===== src/rtl/alf_pkg.sv =====
// Shared types, constants and helpers of the lagged Fibonacci generator.
package alf_pkg;

	// Table geometry: long and short lag, index width.
	localparam int LagLong  = 607;
	localparam int LagShort = 273;
	localparam int IdxW     = $clog2(LagLong);
	localparam int WordW    = 31;

	// Seeding sequence: warm-up steps that are thrown away, then one step per entry.
	localparam int WarmupSteps = 20;
	localparam int TotalSteps  = WarmupSteps + LagLong;
	localparam int StepW       = $clog2(TotalSteps);

	// Minimal standard generator constants, modulus 2^31-1.
	localparam logic [WordW-1:0] PmMod    = 31'h7fff_ffff;
	localparam int               PmMulW   = 16;
	localparam logic [PmMulW-1:0] PmMul   = 16'd48271;
	localparam logic [WordW-1:0] ZeroSeed = 31'd89482311;
	localparam int               ProdW    = WordW + PmMulW;

	// Feed index right after a reseed; the tap index starts at zero.
	localparam logic [IdxW-1:0] FeedInit = IdxW'(LagLong - LagShort);

	// Operation codes of an input word.
	localparam logic OpDraw   = 1'b0;
	localparam logic OpReseed = 1'b1;

	typedef enum logic [2:0] {
		ST_IDLE,
		ST_PM_ISSUE,
		ST_PM_WAIT,
		ST_RD_FEED,
		ST_RD_TAP,
		ST_SUM,
		ST_OUT
	} state_t;

	typedef struct packed {
		logic             start;
		logic [WordW-1:0] x;
	} pm_req_t;

	typedef struct packed {
		logic             done;
		logic [WordW-1:0] value;
	} pm_rsp_t;

	// Move an index down one place, wrapping to the top of the table.
	function automatic logic [IdxW-1:0] step_down(input logic [IdxW-1:0] idx);
		logic [IdxW-1:0] res;
		if (idx == '0 || idx >= IdxW'(LagLong)) begin
			res = IdxW'(LagLong - 1);
		end else begin
			res = idx - 1'b1;
		end
		return res;
	endfunction

endpackage


===== src/rtl/alf_pm_unit.sv =====
// Two-stage multiply and fold unit for one step x = 48271 * x mod (2^31 - 1).
module alf_pm_unit (
	input  logic           clk,
	input  logic           arst_n,
	input  alf_pkg::pm_req_t req,
	output alf_pkg::pm_rsp_t rsp
);

	logic                       vld_s1;
	logic [alf_pkg::ProdW-1:0]  prod_s1;
	logic                       done_q;
	logic [alf_pkg::WordW-1:0]  res_q;
	logic [alf_pkg::WordW:0]    fold_sum;
	logic [alf_pkg::WordW-1:0]  fold_res;

	always_ff @(posedge clk or negedge arst_n) begin
		if (!arst_n) begin
			vld_s1 <= 1'b0;
			done_q <= 1'b0;
		end else begin
			vld_s1 <= req.start;
			done_q <= vld_s1;
		end
	end

	// Since 2^31 is 1 modulo the modulus, the high part simply adds to the low part.
	always_comb begin
		fold_sum = {1'b0, prod_s1[alf_pkg::WordW-1:0]}
			+ (alf_pkg::WordW + 1)'(prod_s1[alf_pkg::ProdW-1:alf_pkg::WordW]);
		if (fold_sum >= {1'b0, alf_pkg::PmMod}) begin
			fold_res = alf_pkg::WordW'(fold_sum - {1'b0, alf_pkg::PmMod});
		end else begin
			fold_res = fold_sum[alf_pkg::WordW-1:0];
		end
	end

	always_ff @(posedge clk) begin
		prod_s1 <= alf_pkg::ProdW'(req.x) * alf_pkg::ProdW'(alf_pkg::PmMul);
		res_q   <= fold_res;
	end

	assign rsp.done  = done_q;
	assign rsp.value = res_q;

endmodule


===== config.mk =====
export PLATFORM = sky130hd
export DESIGN_NAME = alf_pm_unit
export DESIGN_NICKNAME = d
export VERILOG_FILES = /design/src/rtl/alf_pkg.sv /design/src/rtl/alf_pm_unit.sv
export SDC_FILE = /design/constraint.sdc
export NUM_CORES = 1
export LEC_CHECK = 0
export BUFFER_PORTS_ARGS = -buffer_cell sky130_fd_sc_hd__buf_2
export CORE_AREA = 2 2 191 193
export CTS_CLUSTER_SIZE = 14
export DETAILED_ROUTE_END_ITERATION = 8
export DIE_AREA = 0 0 193 195
export SYNTH_ARGS = -nofsm -noshare
export SYNTH_HDL_FRONTEND = slang
export SYNTH_SLANG_ARGS = --single-unit

===== constraint.sdc =====
create_clock -name clk -period 9.8 [get_ports clk]
set_input_delay 1.96 -clock clk [delete_from_list [all_inputs] [get_ports clk]]
set_output_delay 1.96 -clock clk [all_outputs]
set_load 0.01 [all_outputs]

# After elaboration in Yosys (flattened, before gate mapping)
# Index checks and enable logic that the tools add are counted.
totals:
  latch_bits: 0
  regBits: 80
  out_inout_bits: 32
  mem_count: 0
  mem_bits_rw: 0
  word_cells: 9
  inputBits: 34
  romBits: 0
classes:
  shifts: 0
  eq_ne: 0
  addsub: 2
  div: 0
  n_lt_le_gt_ge: 1
  n_mul: 1
  reduce_logical: 0
  n_bitwise: 0
  muxes: 1
op_table:
  columns: ["op", "count"]
  rows:
  - ["$mul 31x16->47 const B", 1]
  - ["$add 31x16->32", 1]
  - ["$ge 32x31->1 const B", 1]
  - ["$mux 31", 1]
  - ["$sub 31x31->31 const B", 1]

# Depth between registers and ports, before layout
depth:
  word_depth: 3
  mapped_depth: 23
  ltp_nobuf: 23

# Worst setup path after synthesis
# No wires, ideal clock.
synth_path:
  path_type: "input to register"
  start: "input port req[4] in the netlist's numbering"
  end: "register prod_s1[46] in the netlist's numbering"
  path_stages: 21
  required_ns: 9.728
  setup_time_ns: 0.072
  path_buffers: 0
  arrival_time_ns: 7.516
  path_slack_ns: 2.212
  path_cell_list: "inv_1 > fa_1 > fa_1 > inv_1 > fa_1 > fa_1 > fa_1 > inv_1 > fa_1 > inv_1 > ha_1 > o21a_1 > o21a_1 > o21a_1 > o21ai_0 > a31oi_1 > a211oi_1 > o221ai_1 > a221o_1 > a21oi_1 > xnor2_1"
synth_via:
  elab_chain_cells: 1
synth_lines:
  columns: ["element", "line_no", "source"]
  rows:
  - ["start, declared", "alf_pm_unit.sv:5", "input alf_pkg::pm_req_t req,"]
  - ["$mul 31x16->47", "alf_pm_unit.sv:38", "prod_s1 <= alf_pkg::ProdW'(req.x) * alf_pkg::ProdW'(alf_pkg::PmMul);"]
  - ["end signal, assigned", "alf_pm_unit.sv:38", null]
  - ["end, declared", "alf_pm_unit.sv:10", "logic [alf_pkg::ProdW-1:0] prod_s1;"]
# Every way passes these cells.

# Worst setup path after layout
# Same ends and word-level chain as after synthesis.

==> impl_metrics.py <==
metrics = {
    "outcome": {
        "status": "finished clean",
    },
    "cells_and_area": {
        "drive_above_1_share": 0.0727,
        "fin_nets": 1752,
        "insertedDiodeCount": 0,
        "fin_cells": 1795,
        "syn2layout_area_growth_pct": 9.15,
    },
    "routing": {
        "drtIter0Drc": 516,
        "vias_per_cell": 4.85,
        "ant_nets": 0,
        "wl_per_cell_um": 16.4,
        "vias": 8699,
        "drtPass1Iterations": 5,
        "drt_wl_total_um": 29400,
        "drc": 0,
    },
    "synthesis": {
        "ys.warnings.count": 0,
        "synthesis.area_um2": 12200,
        "yosysUniqueCellTypes": 69,
        "syn_nets": 1692,
        "ys_seq_area_frac": 0.132,
        "syn_area_per_cell_um2": 9.65,
        "synthFlopType": "dfxtp_1",
        "ys_seq_elements": 80,
        "synth_edf_count": 0,
        "syn_inst": 1269,
        "synthArstFlopShare": 0.0250,
    },
    "sta": {
        "post-route-period-util": 0.812,
        "rsz0062_at_grt": "false",
        "slew_headroom": 0.560,
        "hold_viol": 0,
        "max_freq_mhz": 126,
        "fin_skew_ps": 6.78,
        "fin_crit_ps": 7950,
        "tns_ps": 0,
        "tightest_slew_ps": 658,
        "setup_viol": 0,
        "drv_slew": 0,
    },
    "clock_tree": {
        "hold_buffers": 0,
        "insertion_delay_ps": 340,
        "numClockSinks": 80,
        "ctsResizeCount": 0,
        "ctsLongestPathBuffers": 2,
        "path_clk_slew_ps": 60,
        "cts_tree": "done",
        "cts_buffers": 9,
        "h-tree-depth": 3,
        "post_cts_buffers": 0,
        "root_buffer": "clkbuf_16",
    },
    "grt": {
        "grt_usage": 0.161,
        "grt_max_degree": 17,
        "antenna_found_initial": 1,
        "first_global_vias": 8977,
        "grt-ovfl-total": 0,
        "grt_pass1_wl_um": 47200,
    },
    "setup_path": {
        "reg2reg_slack_ps": 5730,
        "cp_cell_sequence": "buf_2 -> inv_1 -> fa_1 -> fa_1 -> inv_1 -> fa_1 -> fa_1 -> fa_1 -> inv_1 -> fa_1 -> inv_1 -> ha_1 -> o21a_1 -> o21a_1 -> o21a_1 -> o21ai_0 -> a31oi_1 -> a211oi_1 -> o221ai_1 -> a221o_1 -> a21oi_1 -> xnor2_1",
        "r2r_start": "prod_s1[1]",
        "worst_r2r_path_depth": 11,
        "path_class": "in -> reg",
        "crit_family": "adder cells",
        "required_ps": 10060,
        "r2r_end": "res_q[1]",
        "cpPeakStageDelay_ps": 590,
        "path_depth": 22,
        "start_kind": "primary input",
        "crit_arrival_ps": 8220,
        "startpoint": "req[4]",
        "worst_path_most_repeated_cell": "fa_1",
        "crit_path_end": "prod_s1[46]",
        "critPathMaxFanout": 6,
        "crit_buf_inv": 5,
        "crit_slowest_cell": "a211oi_1",
        "end_kind": "flip-flop",
    },
    "flow_run": {
        "drv_cap": 0,
    },
    "floorplan": {
        "die_x_um": 193,
        "ioPinCount": 66,
        "core_um2": 35400,
        "initial_core_util": 0.346,
        "row_count": 69,
        "die_h_um": 195,
        "dieArea_um2": 37600,
    },
    "worst_hold_path": {
        "hold_path.class": "reg -> reg",
        "hp-start": "vld_s1",
    },
    "place": {
        "place_inst": 1779,
        "dp_hpwl_um": 26200,
        "gp_congestion": 0.897,
        "portBuffers": 65,
    },
}
Yosys cell counts, drive strengths merged, types with 14 or more instances:
cell type    n  area, um^2
nor2        45         171
nand2       50         188
clkbuf      14        53.8
dfxtp       78        1560
nand4       16         100
a21oi       78         394
nand3       16        85.1
o21ai       21         109
xnor2       54         473
fa         186        3720
inv        284        1070
ha         203        2540
xor2        42         375
a21o        40         300
cell type report:
| class | count | area (um^2) |
|---|---|---|
| clock inverters | 6 | 48.8 |
| well taps | 461 | 577 |
| multi-input cells | 889 | 9500 |
| fillers | 3614 | 22000 |
| clock buffers | 10 | 239 |
| repair buffers | 65 | 325 |
| flip-flops and latches | 80 | 1610 |
| inverters | 284 | 1070 |
worst register-to-register path, delay by kind of cell (launching register included):
family / cells / cell delay (ps)
AND/OR/NAND/NOR: 4 / 1320
adder cells (fa/ha/maj): 1 / 260
flip-flops: 1 / 400
XOR/XNOR: 1 / 200
AO/OA/AOI/OAI: 4 / 1400
multiplexers: 1 / 380
worst min path at each step:
stage	to	cells past startpoint	slack (ps)
after detailed placement	done_q	0	350
after CTS	done_q	0	380
after global placement	done_q	0	340
after global routing	done_q	0	390
after floorplan	done_q	0	330
final	done_q	0	370
metal layers:
metal / routed length, um / up-vias / global-route usage
met5: 13 / - / 0
met2: 12800 / 217 / 0.245
met3: 1350 / 41 / 0.0192
met1: 14400 / 4195 / 0.236
met4: 785 / 2 / 0.0558
li1: - / 4244 / -
layout by cell type (no fill, tap or decap), types with 15 or more instances in the layout:
cell     count
inv_1      284
ha_1       203
fa_1       186
dfxtp_1     78
a21oi_1     77
buf_2       65
xnor2_1     54
nand2_1     50
nor2_1      44
xor2_1      41
a21o_1      40
o21ai_0     19
nand4_1     16
nand3_1     15
stage by stage:
| stage | setup slack (ps) | cell area (um^2) | hold slack [ps] | util |
|---|---|---|---|---|
| final | 1850 | 13400 | 373 | 0.378 |
| after global routing | 1540 | 13400 | 389 | 0.378 |
| after CTS | 1810 | 13400 | 381 | 0.378 |
| after detailed placement | 1470 | 13100 | 352 | 0.370 |
| after global placement | 1630 | 13100 | 344 | 0.370 |
| after floorplan | 2210 | 12200 | 331 | - |
registers in the layout (all words and copies together), names as in the netlist:
register,count
done_q,1
prod_s1,47
vld_s1,1
res_q,31
cell families after synthesis:
logic type | count (synthesis) | synth area share
AND/OR/NAND/NOR | 190 | 0.0802
flip-flops | 80 | 0.132
XOR/XNOR | 96 | 0.0693
AO/OA/AOI/OAI | 211 | 0.112
multiplexers | 3 | 0.00255
buffers and inverters | 300 | 0.0927
adder cells (fa/ha/maj) | 389 | 0.511
Power is left out: the tool's default activity adds up to more than one toggle a clock period on the data nets, which glitch-free logic cannot reach.
